**config.mk**
```make
export PLATFORM = sky130hd
export DESIGN_NAME = proportional_motor_drive_with_ramp_flat
export DESIGN_NICKNAME = d
export VERILOG_FILES = /design/src/rtl/core/pmdr_pkg.sv /design/src/rtl/core/pmdr_if.sv /design/src/rtl/core/pmdr_div.sv /design/src/rtl/core/proportional_motor_drive_with_ramp.sv /design/src/flat_wrapper.sv
export SDC_FILE = /design/constraint.sdc
export NUM_CORES = 1
export LEC_CHECK = 0
export BUFFER_PORTS_ARGS = -buffer_cell sky130_fd_sc_hd__buf_2
export CORE_MARGIN = 2
export CORE_UTILIZATION = 40
export DETAILED_ROUTE_END_ITERATION = 16
export HOLD_SLACK_MARGIN = 0.02
export PLACE_DENSITY_LB_ADDON = 0.12
export SKIP_CTS_REPAIR_TIMING = 1
export SLEW_MARGIN = 20
export SYNTH_ARGS = -nofsm -noshare
export SYNTH_HDL_FRONTEND = slang
export SYNTH_SLANG_ARGS = --single-unit
```
**constraint.sdc**
```tcl
create_clock -name clk -period 8.33 [get_ports clk]
set_clock_uncertainty 0.2 [all_clocks]
set_input_delay 0.833 -clock clk [delete_from_list [all_inputs] [get_ports clk]]
set_output_delay 0.833 -clock clk [all_outputs]
set_load 0.005 [all_outputs]
```
**src/rtl/core/pmdr_pkg.sv**
```systemverilog
`default_nettype none
package pmdr_pkg;

	localparam int ERR_W  = 11;
	localparam int MAG_W  = 11;
	localparam int DUTY_W = 7;
	localparam int DB_W   = 8;
	localparam int DIR_W  = 2;
	localparam int IDX_W  = 3;
	localparam int DATA_W = 8;
	// excess magnitude times duty spread
	localparam int PROD_W = MAG_W + DUTY_W;

	typedef enum logic [IDX_W-1:0] {
		REG_MIN_DUTY   = 3'd0,
		REG_MAX_DUTY   = 3'd1,
		REG_DEADBAND   = 3'd2,
		REG_ACCEL_STEP = 3'd3,
		REG_DECEL_STEP = 3'd4
	} reg_idx_t;

	typedef enum logic [DIR_W-1:0] {
		DIR_STOP  = 2'd0,
		DIR_LEFT  = 2'd1,
		DIR_RIGHT = 2'd2
	} dir_t;

	localparam logic [DUTY_W-1:0] RST_MIN_DUTY   = 7'd15;
	localparam logic [DUTY_W-1:0] RST_MAX_DUTY   = 7'd80;
	localparam logic [DB_W-1:0]   RST_DEADBAND   = 8'd5;
	localparam logic [DUTY_W-1:0] RST_ACCEL_STEP = 7'd4;
	localparam logic [DUTY_W-1:0] RST_DECEL_STEP = 7'd6;

	typedef enum logic [3:0] {
		ST_IDLE = 4'b0001,
		ST_PREP = 4'b0010,
		ST_DIV  = 4'b0100,
		ST_RAMP = 4'b1000
	} state_t;

	typedef struct packed {
		logic busy;
		logic done;
	} div_stat_t;

endpackage
`default_nettype wire

```
**src/rtl/core/pmdr_if.sv**
```systemverilog
`default_nettype none
interface pmdr_in_if import pmdr_pkg::*; ();
	logic                    valid;
	logic                    ready;
	logic signed [ERR_W-1:0] position_error;
	modport source(output valid, position_error, input ready);
	modport sink(input valid, position_error, output ready);
endinterface

interface pmdr_out_if import pmdr_pkg::*; ();
	logic              valid;
	logic              ready;
	logic [DUTY_W-1:0] duty_percent;
	logic              drive_enable;
	logic [DIR_W-1:0]  direction;
	modport source(output valid, duty_percent, drive_enable, direction, input ready);
	modport sink(input valid, duty_percent, drive_enable, direction, output ready);
endinterface

interface pmdr_cfg_if import pmdr_pkg::*; ();
	logic              valid;
	logic              ready;
	logic [IDX_W-1:0]  index;
	logic [DATA_W-1:0] data;
	modport source(output valid, index, data, input ready);
	modport sink(input valid, index, data, output ready);
endinterface
`default_nettype wire

```
**src/rtl/core/pmdr_div.sv**
```systemverilog
`default_nettype none
module pmdr_div import pmdr_pkg::*; #(
	parameter int DVD_W = 18,
	parameter int DVS_W = 10
) (
	input  wire logic             clk,
	input  wire logic             arst_n,
	input  wire logic             start,
	input  wire logic [DVD_W-1:0] dividend,
	input  wire logic [DVS_W-1:0] divisor,
	output div_stat_t             stat,
	output logic      [DVD_W-1:0] quotient
);

	localparam int CNT_W = $clog2(DVD_W + 1);

	logic [DVD_W-1:0] dvd_q;
	logic [DVS_W-1:0] dvs_q;
	logic [DVS_W-1:0] rem_q;
	logic [CNT_W-1:0] cnt_q;
	logic             busy_q;
	logic             done_q;
	logic [DVS_W:0]   rem_sh;
	logic [DVS_W:0]   rem_sub;
	logic             fits;

	// restoring division, one quotient bit per cycle, MSB first
	assign rem_sh  = {rem_q, dvd_q[DVD_W-1]};
	assign fits    = rem_sh >= {1'b0, dvs_q};
	assign rem_sub = rem_sh - {1'b0, dvs_q};

	always_ff @(posedge clk or negedge arst_n) begin
		if (!arst_n) begin
			busy_q <= 1'b0;
			done_q <= 1'b0;
			cnt_q  <= '0;
		end else begin
			done_q <= 1'b0;
			if (start) begin
				busy_q <= 1'b1;
				cnt_q  <= CNT_W'(DVD_W - 1);
			end else if (busy_q) begin
				if (cnt_q == '0) begin
					busy_q <= 1'b0;
					done_q <= 1'b1;
				end else begin
					cnt_q <= cnt_q - 1'b1;
				end
			end
		end
	end

	always_ff @(posedge clk) begin
		if (start) begin
			dvd_q <= dividend;
			dvs_q <= divisor;
			rem_q <= '0;
		end else if (busy_q) begin
			dvd_q <= {dvd_q[DVD_W-2:0], fits};
			rem_q <= fits ? rem_sub[DVS_W-1:0] : rem_sh[DVS_W-1:0];
		end
	end

	assign stat.busy = busy_q;
	assign stat.done = done_q;
	assign quotient  = dvd_q;

endmodule
`default_nettype wire

```
**src/rtl/core/proportional_motor_drive_with_ramp.sv**
```systemverilog
// channel | dir | payload                                   | transfer when
// sample  | in  | position_error[10:0] signed               | valid & ready
// result  | out | duty_percent[6:0], drive_enable, direction | valid & ready
// cfg     | in  | index[2:0], data[7:0]                     | valid & ready (always ready)
//
// An item with error inside the deadband, or with a fixed target, goes from the prep
// state straight to the ramp step; a proportional item passes the divide state between
// them (18-bit serial divider, one quotient bit per cycle).
// sample.ready is high only while the sequencer is idle; one item is worked at a time.
// A held result does not block the next transfer; the ramp step waits for the slot.
// arst_n clears the sequencer, the duty/direction state and loads register defaults.
`default_nettype none
module proportional_motor_drive_with_ramp import pmdr_pkg::*; #(
	parameter int FULL_SCALE_ERROR = 1023
) (
	input  wire logic   clk,
	input  wire logic   arst_n,
	pmdr_in_if.sink     sample,
	pmdr_out_if.source  result,
	pmdr_cfg_if.sink    cfg
);

	localparam int SPAN_W = $clog2(FULL_SCALE_ERROR + 1);
	localparam int CMP_W  = ((SPAN_W > 15) ? SPAN_W : 15) + 1;
	localparam logic [SPAN_W-1:0] FSE = SPAN_W'(FULL_SCALE_ERROR);

	state_t            state_q;
	logic [DUTY_W-1:0] min_q, max_q, accel_q, decel_q;
	logic [DB_W-1:0]   db_q;
	logic [MAG_W-1:0]  mag_q;
	logic              neg_q;
	logic              outside_q;
	logic [DUTY_W-1:0] target_q;
	logic [DUTY_W-1:0] duty_q;
	dir_t              dir_q;
	logic              out_valid_q;

	logic [MAG_W-1:0]  err_u;
	logic              outside;
	logic [MAG_W-1:0]  excess;
	logic [SPAN_W-1:0] span;
	logic [MAG_W:0]    ex1;
	logic [CMP_W-1:0]  lim20;
	logic              min_gt_max;
	logic              div_start;
	logic [DUTY_W-1:0] spread;
	logic [PROD_W-1:0] product;
	logic [DUTY_W-1:0] prep_target;
	div_stat_t         dstat;
	logic [PROD_W-1:0] quot;
	logic [PROD_W:0]   prop_sum;
	logic [DUTY_W-1:0] prop_target;
	logic [DUTY_W-1:0] step_diff;
	logic [DUTY_W-1:0] duty_next;
	dir_t              dir_next;
	logic              slot_free;

	assign sample.ready = (state_q == ST_IDLE);
	assign cfg.ready    = 1'b1;
	assign slot_free    = !out_valid_q || result.ready;

	// configuration registers
	always_ff @(posedge clk or negedge arst_n) begin
		if (!arst_n) begin
			min_q   <= RST_MIN_DUTY;
			max_q   <= RST_MAX_DUTY;
			db_q    <= RST_DEADBAND;
			accel_q <= RST_ACCEL_STEP;
			decel_q <= RST_DECEL_STEP;
		end else if (cfg.valid) begin
			unique case (cfg.index)
				REG_MIN_DUTY:   min_q   <= cfg.data[DUTY_W-1:0];
				REG_MAX_DUTY:   max_q   <= cfg.data[DUTY_W-1:0];
				REG_DEADBAND:   db_q    <= cfg.data;
				REG_ACCEL_STEP: accel_q <= cfg.data[DUTY_W-1:0];
				REG_DECEL_STEP: decel_q <= cfg.data[DUTY_W-1:0];
				default: ;
			endcase
		end
	end

	// magnitude; -1024 maps to 1024, still fits 11 bits unsigned
	assign err_u = sample.position_error;

	// target selection
	assign outside    = mag_q > MAG_W'(db_q);
	assign excess     = mag_q - MAG_W'(db_q);
	assign span       = (FSE > SPAN_W'(db_q)) ? (FSE - SPAN_W'(db_q)) : '0;
	assign min_gt_max = min_q > max_q;
	// excess < span/20  <=>  20*(excess+1) <= span
	assign ex1        = {1'b0, excess} + 1'b1;
	assign lim20      = CMP_W'({ex1, 4'b0}) + CMP_W'({ex1, 2'b0});
	assign spread     = max_q - min_q;
	assign product    = PROD_W'(excess) * PROD_W'(spread);
	assign div_start  = (state_q == ST_PREP) && outside && !min_gt_max && (span != '0)
		&& (lim20 > CMP_W'(span));

	always_comb begin
		priority if (!outside) begin
			prep_target = '0;
		end else if (min_gt_max || span == '0) begin
			prep_target = max_q;
		end else begin
			prep_target = min_q;
		end
	end

	pmdr_div #(
		.DVD_W(PROD_W),
		.DVS_W(SPAN_W)
	) u_div (
		.clk     (clk),
		.arst_n  (arst_n),
		.start   (div_start),
		.dividend(product),
		.divisor (span),
		.stat    (dstat),
		.quotient(quot)
	);

	assign prop_sum    = PROD_W'(min_q) + {1'b0, quot};
	assign prop_target = (prop_sum > (PROD_W + 1)'(max_q)) ? max_q : prop_sum[DUTY_W-1:0];

	// slew limit
	always_comb begin
		duty_next = duty_q;
		step_diff = '0;
		if (target_q > duty_q) begin
			step_diff = target_q - duty_q;
			duty_next = duty_q + ((step_diff > accel_q) ? accel_q : step_diff);
		end else if (target_q < duty_q) begin
			step_diff = duty_q - target_q;
			duty_next = duty_q - ((step_diff > decel_q) ? decel_q : step_diff);
		end
	end

	always_comb begin
		dir_next = dir_q;
		if (duty_next == '0) begin
			dir_next = DIR_STOP;
		end else if (outside_q) begin
			dir_next = neg_q ? DIR_LEFT : DIR_RIGHT;
		end
	end

	// sequencer
	always_ff @(posedge clk or negedge arst_n) begin
		if (!arst_n) begin
			state_q     <= ST_IDLE;
			duty_q      <= '0;
			dir_q       <= DIR_STOP;
			out_valid_q <= 1'b0;
		end else begin
			// in the ramp step a result transfer frees the slot and the new result takes it
			if (result.valid && result.ready && state_q != ST_RAMP) begin
				out_valid_q <= 1'b0;
			end
			unique case (state_q)
				ST_IDLE: begin
					if (sample.valid) begin
						state_q <= ST_PREP;
					end
				end
				ST_PREP: begin
					state_q <= div_start ? ST_DIV : ST_RAMP;
				end
				ST_DIV: begin
					if (dstat.done) begin
						state_q <= ST_RAMP;
					end
				end
				ST_RAMP: begin
					if (slot_free) begin
						duty_q      <= duty_next;
						dir_q       <= dir_next;
						out_valid_q <= 1'b1;
						state_q     <= ST_IDLE;
					end
				end
				default: state_q <= ST_IDLE;
			endcase
		end
	end

	always_ff @(posedge clk) begin
		if (state_q == ST_IDLE && sample.valid) begin
			neg_q <= err_u[MAG_W-1];
			mag_q <= err_u[MAG_W-1] ? (~err_u + 1'b1) : err_u;
		end
		if (state_q == ST_PREP) begin
			outside_q <= outside;
			target_q  <= prep_target;
		end
		if (state_q == ST_DIV && dstat.done) begin
			target_q <= prop_target;
		end
	end

	assign result.valid        = out_valid_q;
	assign result.duty_percent = duty_q;
	assign result.drive_enable = (duty_q != '0);
	assign result.direction    = dir_q;

	a_div_in_div_state: assert property (@(posedge clk) disable iff (!arst_n)
		dstat.busy |-> state_q == ST_DIV)
		else $error("divider busy outside divide state");

	a_result_from_ramp: assert property (@(posedge clk) disable iff (!arst_n)
		$rose(out_valid_q) |-> $past(state_q == ST_RAMP))
		else $error("result raised outside ramp step");

	a_zero_duty_stops: assert property (@(posedge clk) disable iff (!arst_n)
		out_valid_q && duty_q == '0 |-> dir_q == DIR_STOP)
		else $error("zero duty with a driven direction");

	a_held_result: assert property (@(posedge clk) disable iff (!arst_n)
		out_valid_q && !result.ready |=> $stable(duty_q) && $stable(dir_q))
		else $error("duty state moved while result held");

endmodule
`default_nettype wire

```
**src/flat_wrapper.sv**
```systemverilog
// flat-port wrapper written by rule: the top's interface ports become plain ports
module proportional_motor_drive_with_ramp_flat import pmdr_pkg::*;
#(
	parameter int FULL_SCALE_ERROR = 1023
)
  (clk, arst_n, sample_valid, sample_position_error, sample_ready, result_valid, result_duty_percent, result_drive_enable, result_direction, result_ready, cfg_valid, cfg_index, cfg_data, cfg_ready);
  pmdr_in_if sample_i ();
  pmdr_out_if result_i ();
  pmdr_cfg_if cfg_i ();
  input  wire logic clk;
  input  wire logic arst_n;
  input wire logic [$bits(sample_i.valid)-1:0] sample_valid;
  input wire logic [$bits(sample_i.position_error)-1:0] sample_position_error;
  output wire logic [$bits(sample_i.ready)-1:0] sample_ready;
  output wire logic [$bits(result_i.valid)-1:0] result_valid;
  output wire logic [$bits(result_i.duty_percent)-1:0] result_duty_percent;
  output wire logic [$bits(result_i.drive_enable)-1:0] result_drive_enable;
  output wire logic [$bits(result_i.direction)-1:0] result_direction;
  input wire logic [$bits(result_i.ready)-1:0] result_ready;
  input wire logic [$bits(cfg_i.valid)-1:0] cfg_valid;
  input wire logic [$bits(cfg_i.index)-1:0] cfg_index;
  input wire logic [$bits(cfg_i.data)-1:0] cfg_data;
  output wire logic [$bits(cfg_i.ready)-1:0] cfg_ready;
  assign sample_i.valid = sample_valid;
  assign sample_i.position_error = sample_position_error;
  assign sample_ready = sample_i.ready;
  assign result_valid = result_i.valid;
  assign result_duty_percent = result_i.duty_percent;
  assign result_drive_enable = result_i.drive_enable;
  assign result_direction = result_i.direction;
  assign result_i.ready = result_ready;
  assign cfg_i.valid = cfg_valid;
  assign cfg_i.index = cfg_index;
  assign cfg_i.data = cfg_data;
  assign cfg_ready = cfg_i.ready;
  proportional_motor_drive_with_ramp #(.FULL_SCALE_ERROR(FULL_SCALE_ERROR)) u_core (.clk(clk), .arst_n(arst_n), .sample(sample_i), .result(result_i), .cfg(cfg_i));
endmodule
```
## Word level (Yosys, flattened, before mapping)

Index checks and enable logic that the tools add are counted.

- Register bits after elaboration: 115
- Output and inout port bits: 13
- Input port bits: 27
- Word-level logic and storage cells: 120

- Add/sub/neg operators: 13
- Multiplexer cells: 33
- Equal/unequal tests: 13
- $mul: 1
- Bitwise operators: 1
- Reductions and logical operators: 30
- $lt $le $gt $ge: 9

Operators with widths:

| operator | count |
|---|---|
| 7-bit two-way mux | 9 |
| 18-bit two-way mux | 2 |
| 7-bit greater-than comparator | 4 |
| 7-bit subtractor | 4 |
| 10-bit two-way mux | 2 |
| 7-bit by 18-bit adder with 19-bit output | 1 |
| 19-bit by 7-bit greater-than comparator with 1-bit output | 1 |
| 11-bit by 7-bit multiplier with 18-bit output | 1 |
| 16-bit by 14-bit adder with 16-bit output | 1 |
| 16-bit by 10-bit greater-than comparator with 1-bit output | 1 |
| 4-bit two-way mux | 4 |
| 4-bit case mux with 4 select lines | 1 |
| 5-bit two-way mux | 3 |
| 2-bit AND reduction | 7 |
| 11-bit by 1-bit adder with 12-bit output, second input constant | 1 |
| 11-bit by 1-bit adder with 11-bit output, second input constant | 1 |
| 11-bit by 10-bit >= comparator with 1-bit output | 1 |
| 11-bit by 8-bit greater-than comparator with 1-bit output | 1 |
| 11-bit inverter | 1 |
| 11-bit by 8-bit subtractor with 11-bit output | 1 |
| 10-bit logical NOT | 1 |
| 10-bit nonzero test | 1 |
| 1-bit by 9-bit subtractor with 10-bit output, first input constant | 1 |
| 10-bit subtractor | 1 |
| 24 further kinds | 49 |

## Depth between registers and ports, before layout

Gate-level depths: netlist of the first run.

- Depth in word-level cells: 9
- Mapped depth: 29
- Mapped depth without buffers: 28

## Cells and area by module

A second synthesis of the first run with hierarchy kept.

- Cells, all modules: 1277
- Area total of the unflattened synthesis: 11509.8 um2

Modules (own cells, without submodules):

| module | area an instance (um2) | seq. area each (um2) | instances | cells each |
|---|---|---|---|---|
| proportional_motor_drive_with_ramp | 9105.0 | 1866.8 | 1 | 1063 |
| pmdr_div | 2404.8 | 1216.2 | 1 | 214 |

## Worst setup path before layout of the first run

OpenSTA, ideal clock, no wires.

- Kind: register to register
- Start point: register u_core.min_q[0]
- End point: register u_core.u_div.dvd_q[17], in the netlist u_core.u_div.quotient[17], data pin
- Path buffers: 1
- Arrival time: 6.616 ns
- Clock period less this slack: 7.076 ns
- Cell stages (with the launch flop): 28
- Setup slack: 1.254 ns
- Cells stage by stage: dfstp_2 -> ha_1 -> inv_1 -> fa_1 -> a21o_1 -> a21oi_1 -> o21bai_1 -> a21oi_1 -> xnor2_1 -> clkbuf_1 -> nand2_1 -> fa_1 -> fa_1 -> fa_1 -> inv_1 -> fa_1 -> ha_1 -> or2_2 -> a21oi_1 -> inv_1 -> a31oi_1 -> o21ai_0 -> and2_1 -> o41a_1 -> a211o_1 -> a21oi_1 -> xnor2_1 -> mux2_4

- Cells in the longest elaborated chain, start to end: 6

RTL lines:

| element | RTL line | text |
|---|---|---|
| start: declaration | proportional_motor_drive_with_ramp.sv:28 | `logic [DUTY_W-1:0] min_q, max_q, accel_q, decel_q;` |
| start signal: assignment | proportional_motor_drive_with_ramp.sv:72 | `REG_MIN_DUTY: min_q <= cfg.data[DUTY_W-1:0];` |
| parallel branches: the longest is 5 deep, another holds 11-bit by 7-bit multiplier with 18-bit output | - |  |
| 18-bit two-way mux (*) | pmdr_div.sv:54 | `if (start) begin` |
| end signal: assignment | pmdr_div.sv:55 | `dvd_q <= dividend;` |
| end signal: assignment | pmdr_div.sv:59 | `dvd_q <= {dvd_q[DVD_W-2:0], fits};` |
| end: declaration | pmdr_div.sv:17 | `logic [DVD_W-1:0] dvd_q;` |

Mark *: on every way between the ends.
A chain may end at the register's enable or synchronous reset.

## Worst setup path after layout of the first run

Same ends and word-level chain as after synthesis.

==> qor.txt, run 1 <==
Min Tclk post-route -> 7.48 ns
# port buffers -> 38
Yosys top cell area share -> 14.4%
Largest family of logic cells by synthesized area -> adder cells
CTS root buffer -> clkbuf_16
R2R Setup Slk -> 0.85 ns
XOR/XNOR share of the synthesized area -> 6.92%
Flops & latches, synth -> 113
Post-route setup slack -> 0.848 ns
Worst hold path depth -> 1
Avg WL per Cell -> 16.1 um
Via density -> 5.14
Number of global-route vias before repair -> 8632
Longest Clk Path Bufs -> 2
Setup TNS -> 0 ns
Reg2reg end -> u_core.u_div.quotient[17]
Final HPWL DP -> 21.5 mm
Max-Cap Viols -> 0
Initial core utilization -> 40.8%
R2R depth -> 26
Worst Tran Pin Value -> 1.03 ns
Critical Path RT -> 8.31 ns
Crit Path Max Fanout -> 11
Leading cell type in the layout, fill and taps excluded -> inv_1
Clk Latency, worst-skew pair -> 0.43 ns
Critical Path Max Stage Delay -> 0.56 ns
WS Path Type -> reg -> reg
Outcome -> complete, no violations
Area of the multi-input gates -> 7620 sq um
Crit. End Element -> register
CTS H-tree depth -> 4
Syn Inst Count -> 1248
CP bufs+invs -> 3
Final wirelength -> 27.0 mm
Seq. cell area -> 3020 sq um
Unique cell type count in the Yosys netlist -> 77
Cell accounting for the most synthesized area -> ha_1
Worst slack, placed -> 0.841 ns
Final hold vios -> 0
Boundary pin count -> 40
FF-to-FF Start -> u_core.min_q[0]
Post-route DRC -> 0
Most used cell, CP -> fa_1
Critical Path AT -> 7.46 ns
Sequential share of the synthesized area -> 26.5%
Ys async rst share -> 50.4%
Layout cells sized above 1 -> 11.0%
CP startpoint kind -> register
Area growth syn-to-layout -> 10.1%
Initial drt markers -> 308
Filler cell count -> 2776
First-pass GRT wire length -> 45.2 mm
Post-synthesis net count -> 1459
Clock transition at path regs -> 0.06 ns
Max-slew violations -> 0
Adder-cell share of the synthesized area -> 23.7%
Ys flop type -> edfxtp_1
Syn Area/Cell -> 9.13 sq um
Largest net degree at the start of global routing -> 58
Final nets -> 1495
Critical path's slowest cell -> dfstp_2
Clk sinks -> 113
Vias after detailed routing -> 8602
Total GRT Usage -> 18.9%
Mux cell area share after synthesis -> 5.29%
Worst Hold Class -> reg -> reg
Row cnt -> 61
Most frequent cells in the layout -> 155 x inv_1, 131 x ha_1, 122 x nand2_1, 76 x nor2_1, 66 x a21oi_1
Diode count -> 0
Routability cong. -> 0.841
Post-Synth Simple-Gate Area -> 14.9%
Ranking of synthesized cells by area -> ha_1 14%, edfxtp_1 12%, dfrtp_1 9.9%
Grt total ovfl -> 0
Final setup violation count -> 0
Final worst-path cycle share -> 89.8%
Antenna violations before repair -> 0
DRT Pass-1 Iters -> 5
TritonCTS clock tree -> done
Die H -> 173 um
RSZ-0062 raised after global routing -> false
CTS Buf Count -> 17
Placeable Area -> 27900 sq um
Final ANT Viol Nets -> 0
Compound-Gate Fraction of Synth Area -> 16.0%
DIE AREA -> 29800 sq um
Hold EP -> u_core.state_q[2]
Yosys warning count -> 0
Crit path max-delay family -> adder cells
FMAX -> 134 MHz
Worst slew margin -> 30.9%
Cell Area, Synth -> 11400 sq um
Hold_sp -> u_core.u_div.done_q
Die width -> 173 um
Post-synth EDFFs -> 46
## routing by layer
| layer | part of all wire, % | vias to the layer above | track usage, % |
|---|---|---|---|
| met1 | 48 | 4098 | 24.4 |
| met4 | 1.2 | 0 | 4.94 |
| met3 | 1.5 | 26 | 2.37 |
| met2 | 50 | 76 | 33.3 |
| met5 | 0 | - | 0 |
| li1 | - | 4402 | - |
## worst max path at each step
stage,endpoint,cells past startpoint,startpoint
floorplan,u_core.u_div.quotient[17],27,u_core.min_q[0]
global placement,u_core.u_div.quotient[17],26,u_core.min_q[0]
detailed placement,u_core.u_div.quotient[17],26,u_core.min_q[0]
CTS,u_core.u_div.quotient[17],26,u_core.min_q[0]
global route,u_core.u_div.quotient[17],26,u_core.min_q[0]
finish,u_core.u_div.quotient[17],26,u_core.min_q[0]
## cell families (layout without fill, tap and decap cells)
kind of cell               count (synthesis)  count (layout)
muxes                                     51              51
buffers and inverters                    186             235
xor gates and xnor gates                  90              90
DFF                                      113             113
and+or+nand+nor                          348             348
AOI/OAI and AO/OA                        275             275
other                                      1               1
adders and majority gates                184             184
## cell usage after synthesis, drive strengths merged (4+ instances only)
| cell | count |
|---|---|
| a2111o | 4 |
| a211o | 5 |
| a211oi | 15 |
| a21o | 41 |
| a21oi | 68 |
| a31oi | 7 |
| and2 | 22 |
| and3 | 6 |
| buf | 5 |
| clkbuf | 25 |
| dfrtp | 45 |
| dfstp | 12 |
| dfxtp | 10 |
| edfxtp | 46 |
| fa | 53 |
| ha | 131 |
| inv | 156 |
| mux2 | 29 |
| mux2i | 22 |
| nand2 | 122 |
| nand2b | 11 |
| nand3 | 24 |
| nand3b | 4 |
| nand4 | 11 |
| nor2 | 77 |
| nor2b | 18 |
| nor3 | 18 |
| nor3b | 6 |
| nor4b | 4 |
| o21a | 7 |
| o21ai | 64 |
| o21bai | 13 |
| o22ai | 12 |
| o31ai | 8 |
| or2 | 8 |
| or3 | 5 |
| or4 | 6 |
| xnor2 | 62 |
| xor2 | 28 |
## sequential cells by signal (all words and copies together), names as in the netlist
register,cells
u_core.u_div.quotient,18
u_core.mag_q,11
u_core.u_div.rem_q,10
u_core.db_q,8
u_core.u_div.dvs_q,8
u_core.accel_q,7
u_core.decel_q,7
u_core.max_q,7
u_core.min_q,7
u_core.result.duty_percent,7
u_core.target_q,7
u_core.u_div.cnt_q,5
u_core.state_q,4
u_core.result.direction,2
u_core.neg_q,1
u_core.outside_q,1
u_core.result.valid,1
u_core.u_div.busy_q,1
u_core.u_div.done_q,1
## worst register-to-register path, cell delays in order, from the launching register on
cell	delay, ns
dfstp_2	0.56
ha_1	0.15
inv_1	0.06
fa_1	0.43
a21o_1	0.18
a21oi_1	0.21
o21bai_1	0.09
a21oi_1	0.17
xnor2_1	0.40
nand2_1	0.18
fa_1	0.54
fa_1	0.52
fa_1	0.54
inv_1	0.05
fa_1	0.47
ha_1	0.34
or2_2	0.28
a21oi_1	0.14
inv_1	0.05
a31oi_1	0.25
o21ai_0	0.12
and2_1	0.18
o41a_1	0.36
a211o_1	0.27
a21oi_1	0.17
xnor2_1	0.09
mux2_4	0.25
## layout make-up
type                    count  share of cell area [%]
clock buffers              21                    4.02
clock inverters            11                   0.668
inverters                 156                    4.69
multi-input cells         949                    60.7
flip-flops and latches    113                    24.1
well taps                 378                    3.77
repair buffers             47                    2.05
## through the flow
stage	hold slack, ns	util (%)	cells	cell area, sq um
after floorplan	0.254	-	1248	11400
after global placement	0.278	42.8	1643	12000
after detailed placement	0.277	42.8	1643	12000
after CTS	0.288	44.9	1675	12500
after global routing	0.305	44.9	1675	12500
final	0.286	44.9	1675	12500
Power of run 1 is left out: the tool's default activity adds up to more than one toggle a clock period on the data nets, which glitch-free logic cannot reach.
==> run 2, diff against run 1 <==
Settings changed: BUFFER_PORTS_ARGS -buffer_cell sky130_fd_sc_hd__buf_2 to -buffer_cell sky130_fd_sc_hd__buf_4.
==> run 2 against run 1 <==
- register-to-register slack gained 0.06 ns
- count of clock-buffer cells in the layout shrank 4
- flip-flop and latch count did not move
- non-clock buffer count is 1 lower
==> qor.txt, run 2 (same netlist as run 1, synthesis figures left out) <==
Post-route DRC -> 0
Via density -> 5.15
DRT Pass-1 Iters -> 5
Most used cell, CP -> fa_1
Clk sinks -> 113
First-pass GRT wire length -> 45.3 mm
Grt met1 use -> 24.5%
FF-to-FF Start -> u_core.min_q[0]
Leading cell type in the layout, fill and taps excluded -> inv_1
Final hold vios -> 0
Diode count -> 0
R2R Setup Slk -> 0.90 ns
Die H -> 173 um
Min Tclk post-route -> 7.43 ns
Post-route setup slack -> 0.905 ns
Vias after detailed routing -> 8614
Max-slew violations -> 0
Routability cong. -> 0.837
Critical path depth -> 26
CTS H-tree depth -> 4
Critical Path Max Stage Delay -> 0.55 ns
Grt total ovfl -> 0
Row cnt -> 61
Worst Hold Class -> in -> async
FMAX -> 135 MHz
Final nets -> 1494
Met3 Resource Use GR -> 2.57%
Crit Path Max Fanout -> 11
Final wirelength -> 27.1 mm
Initial core utilization -> 40.8%
Worst slack, placed -> 0.907 ns
Worst setup path end -> u_core.u_div.quotient[17]
Max reg flops -> 18
GR peak layer -> met2
Die width -> 173 um
Clock transition at path regs -> 0.06 ns
RSZ-0062 raised after global routing -> false
Critical Path RT -> 8.30 ns
Initial drt markers -> 338
Crit. End Element -> register
Number of global-route vias before repair -> 8673
Layout cells sized above 1 -> 11.0%
Total GRT Usage -> 18.8%
CTS root buffer -> clkbuf_16
R2R depth -> 26
Outcome -> complete, no violations
Setup TNS -> 0 ns
CTS Buf Count -> 17
Clk Latency, worst-skew pair -> 0.42 ns
Area growth syn-to-layout -> 10.7%
Max-Cap Viols -> 0
CP startpoint kind -> register
Crit. Startpoint -> u_core.min_q[0]
CP bufs+invs -> 3
Final HPWL DP -> 21.6 mm
Final worst-path cycle share -> 89.1%
Avg WL per Cell -> 16.2 um
Boundary pin count -> 40
Largest net degree at the start of global routing -> 58
Critical Path AT -> 7.40 ns
Reg2reg end -> u_core.u_div.quotient[17]
Most frequent cells in the layout -> 155 x inv_1, 131 x ha_1, 122 x nand2_1, 76 x nor2_1, 66 x a21oi_1
TritonCTS clock tree -> done
WS Path Type -> reg -> reg
Critical path's slowest cell -> dfstp_2
# port buffers -> 38
Worst Tran Pin Value -> 1.07 ns
M2 GR Usage -> 33.6%
Worst slew margin -> 28.7%
Final ANT Viol Nets -> 0
Longest Clk Path Bufs -> 2
Placeable Area -> 27900 sq um
Antenna violations before repair -> 1
Final setup violation count -> 0
Crit path max-delay family -> adder cells
DIE AREA -> 29800 sq um
-- run 2: worst min path at each step --
| stage | endpoint | slack [ns] | cells after the start |
|---|---|---|---|
| after floorplan | u_core.u_div.rem_q[9] | 0.25 | 2 |
| after global placement | u_core.state_q[2] | 0.28 | 1 |
| after detailed placement | u_core.u_div.rem_q[9] | 0.28 | 2 |
| after CTS | u_core.u_div.rem_q[9] | 0.29 | 2 |
| after global routing | u_core.u_div.rem_q[9] | 0.31 | 2 |
| final | u_core.u_div.cnt_q[0] | 0.28 | 1 |
-- run 2: area by class of cell --
type	instances	area, sq um
tap	378	473
clock buffer	17	425
fill	2813	15300
inverter	156	588
sequential	113	3020
clock inverter	15	135
multi-input combinational	949	7620
timing repair buffer	46	345
-- run 2: per-stage QoR --
stage	hold slack, ns	instance area, sq um	cells	util (%)
4_1_cts	0.291	12600	1674	45.1
3_5_place_dp	0.278	12000	1642	43.1
2_1_floorplan	0.254	11400	1248	-
3_3_place_gp	0.278	12000	1642	43.1
5_1_grt	0.310	12600	1674	45.1
6_report	0.280	12600	1674	45.1
-- run 2: worst register-to-register path, cell delays in order, from the launching register on --
cell and delay [ns]:
dfstp_2 0.55, ha_1 0.15, inv_1 0.06, fa_1 0.43, a21o_1 0.18, a21oi_1 0.21, o21bai_1 0.08, a21oi_1 0.17
xnor2_1 0.38, nand2_1 0.18, fa_1 0.53, fa_1 0.52, fa_1 0.54, inv_1 0.05, fa_1 0.47, ha_1 0.34
or2_2 0.28, a21oi_1 0.15, inv_1 0.06, a31oi_1 0.25, o21ai_0 0.11, and2_1 0.18, o41a_1 0.36, a211o_1 0.27
a21oi_1 0.17, xnor2_1 0.08, mux2_4 0.25
-- run 2: per-layer routing --
metal,wire [um],vias up
li1,-,4387
met1,12900,4129
met2,13500,81
met3,465,17
met4,284,0
met5,0,-
Power of run 2 is left out for the same reason.
==> run 3, diff against run 2 <==
Settings changed: SYNTH_HIERARCHICAL set to 1.
==> run 3 against run 2 <==
- hold slack improved by 0.0080 ns
- sequential share of layout area increased by 0.052 points
- critical path depth fell by 2
- die area rose by 0.95%
- maximum frequency grew 3.7%
- area after synthesis is 0.97% higher
- worst setup slack better by 0.26 ns
- count of clock-buffer cells in the layout unchanged
- critical path type unchanged
- via count rose by 5.1%
- core utilization is 0.067 points lower
- critical endpoint is now u_core/u_div/quotient[17]
==> qor.txt, run 3 <==
Cell Area, Synth -> 11500 sq um
R2R Setup Slk -> 1.17 ns
R2R depth -> 24
Critical Path AT -> 7.14 ns
Worst Hold Class -> in -> async
Max-Cap Viols -> 0
Area growth syn-to-layout -> 11.5%
Min Tclk post-route -> 7.16 ns
Initial drt markers -> 463
Clk sinks -> 115
Antenna violations before repair -> 0
FMAX -> 140 MHz
Crit Path Max Fanout -> 11
Setup TNS -> 0 ns
Final ANT Viol Nets -> 0
M2 GR Usage -> 32.6%
Routability cong. -> 0.920
GR peak layer -> met2
Diode count -> 0
Max reg flops -> 18
Final hold vios -> 0
CP startpoint kind -> register
Worst slew margin -> 29.3%
Number of global-route vias before repair -> 9096
Vias after detailed routing -> 9056
Total GRT Usage -> 19.8%
Met3 Resource Use GR -> 2.72%
Row cnt -> 62
Critical path's slowest cell -> xor2_1
WS Path Type -> reg -> reg
Grt total ovfl -> 0
Syn Area/Cell -> 9.01 sq um
Final HPWL DP -> 22.9 mm
Initial core utilization -> 40.4%
Largest net degree at the start of global routing -> 58
Placeable Area -> 28500 sq um
First-pass GRT wire length -> 47.6 mm
Boundary pin count -> 40
Clk Latency, worst-skew pair -> 0.42 ns
DIE AREA -> 30100 sq um
Syn Inst Count -> 1276
CP Cell Sequence -> ha_1, inv_1, fa_1, a211oi_2, nor3_1, nor3_2, xor2_1, nand2_1, fa_1, inv_1, fa_1, inv_1, fa_1, fa_1, inv_1, ha_1, nand3_1, a211oi_1, nor2_1, a211o_1, o2111ai_1, a21oi_1, xnor2_1, mux2_2
Final worst-path cycle share -> 86.0%
Critical Path RT -> 8.30 ns
Critical Path Max Stage Delay -> 0.68 ns
Most frequent cells in the layout -> 158 x inv_1, 134 x ha_1, 126 x nand2_1, 77 x a21oi_1
Avg WL per Cell -> 16.9 um
Die H -> 174 um
Seq. cell area -> 3080 sq um
Worst Tran Pin Value -> 1.05 ns
CTS H-tree depth -> 4
Leading cell type in the layout, fill and taps excluded -> inv_1
Reg2reg end -> u_core/u_div/quotient[17]
DRT Pass-1 Iters -> 5
Crit. End Element -> register
Max-slew violations -> 0
Via density -> 5.32
Clock transition at path regs -> 0.06 ns
CTS Buf Count -> 17
CP bufs+invs -> 4
CTS root buffer -> clkbuf_16
Final nets -> 1519
Outcome -> complete, no violations
Area of the multi-input gates -> 7720 sq um
Grt met1 use -> 27.0%
FF-to-FF Start -> u_core/db_q[0]
Final wirelength -> 28.8 mm
Crit path max-delay family -> adder cells
Final setup violation count -> 0
Filler cell count -> 2830
Post-route DRC -> 0
RSZ-0062 raised after global routing -> false
TritonCTS clock tree -> done
# port buffers -> 38
Layout cells sized above 1 -> 12.0%
Most used cell, CP -> fa_1
Die width -> 174 um
Longest Clk Path Bufs -> 2
Yosys warning count -> 6
[run 3: cell count changes in the layout (fill, tap and decap cells not counted), moves of 8 or more]
cell,before,now
a21oi_1,66,77
mux2i_1,22,14
xnor2_1,62,51
o21ai_0,64,76
mux2_2,14,29
mux2_4,15,0
a21o_1,40,27
[run 3: worst max path at each step]
stage / slack (ns) / from / to / cells after the start
after CTS: 1.17 / u_core/db_q[0] / u_core/u_div/quotient[17] / 24
after global placement: 1.27 / u_core/min_q[0] / u_core/u_div/quotient[16] / 25
final: 1.17 / u_core/db_q[0] / u_core/u_div/quotient[17] / 24
after global routing: 0.67 / u_core/min_q[0] / u_core/u_div/quotient[16] / 25
after floorplan: 1.67 / u_core/min_q[0] / u_core/u_div/quotient[16] / 26
after detailed placement: 1.19 / u_core/min_q[0] / u_core/u_div/quotient[16] / 25
[run 3: worst register-to-register path: stages (launching register included)]
cell and delay, ns:
dfstp_2 0.54, ha_1 0.17, inv_1 0.06, fa_1 0.41, a211oi_2 0.34, nor3_1 0.13, nor3_2 0.24, xor2_1 0.68
nand2_1 0.16, fa_1 0.51, inv_1 0.05, fa_1 0.47, inv_1 0.05, fa_1 0.50, fa_1 0.54, inv_1 0.04
ha_1 0.36, nand3_1 0.10, a211oi_1 0.27, nor2_1 0.09, a211o_1 0.31, o2111ai_1 0.20, a21oi_1 0.10, xnor2_1 0.13
mux2_2 0.26
[run 3: through the flow]
step | hold WS (ns) | cells | utilization, % | worst slack [ns] | cell area (sq um)
floorplan | 0.276 | 1278 | - | 1.67 | 11500
finish | 0.288 | 1702 | 45.1 | 1.17 | 12800
CTS | 0.310 | 1702 | 45.0 | 1.17 | 12800
detailed placement | 0.295 | 1670 | 42.8 | 1.19 | 12200
global route | 0.324 | 1702 | 45.1 | 0.666 | 12800
global placement | 0.291 | 1670 | 42.8 | 1.27 | 12200
[run 3: area by class of cell]
cell class | count | area share (%)
Multi-Input combinational cell | 969 | 60.2
Sequential cell | 115 | 24.0
Inverter | 158 | 4.62
Tap cell | 384 | 3.75
Clock buffer | 17 | 3.32
Timing Repair Buffer | 44 | 2.57
Clock inverter | 15 | 1.49
[run 3: routing by layer]
layer / vias to the layer above / wire length [um]
met3: 39 / 805
met5: - / 0
li1: 4502 / -
met4: 0 / 692
met2: 149 / 13500
met1: 4366 / 13700
Power of run 3 is left out for the same reason.
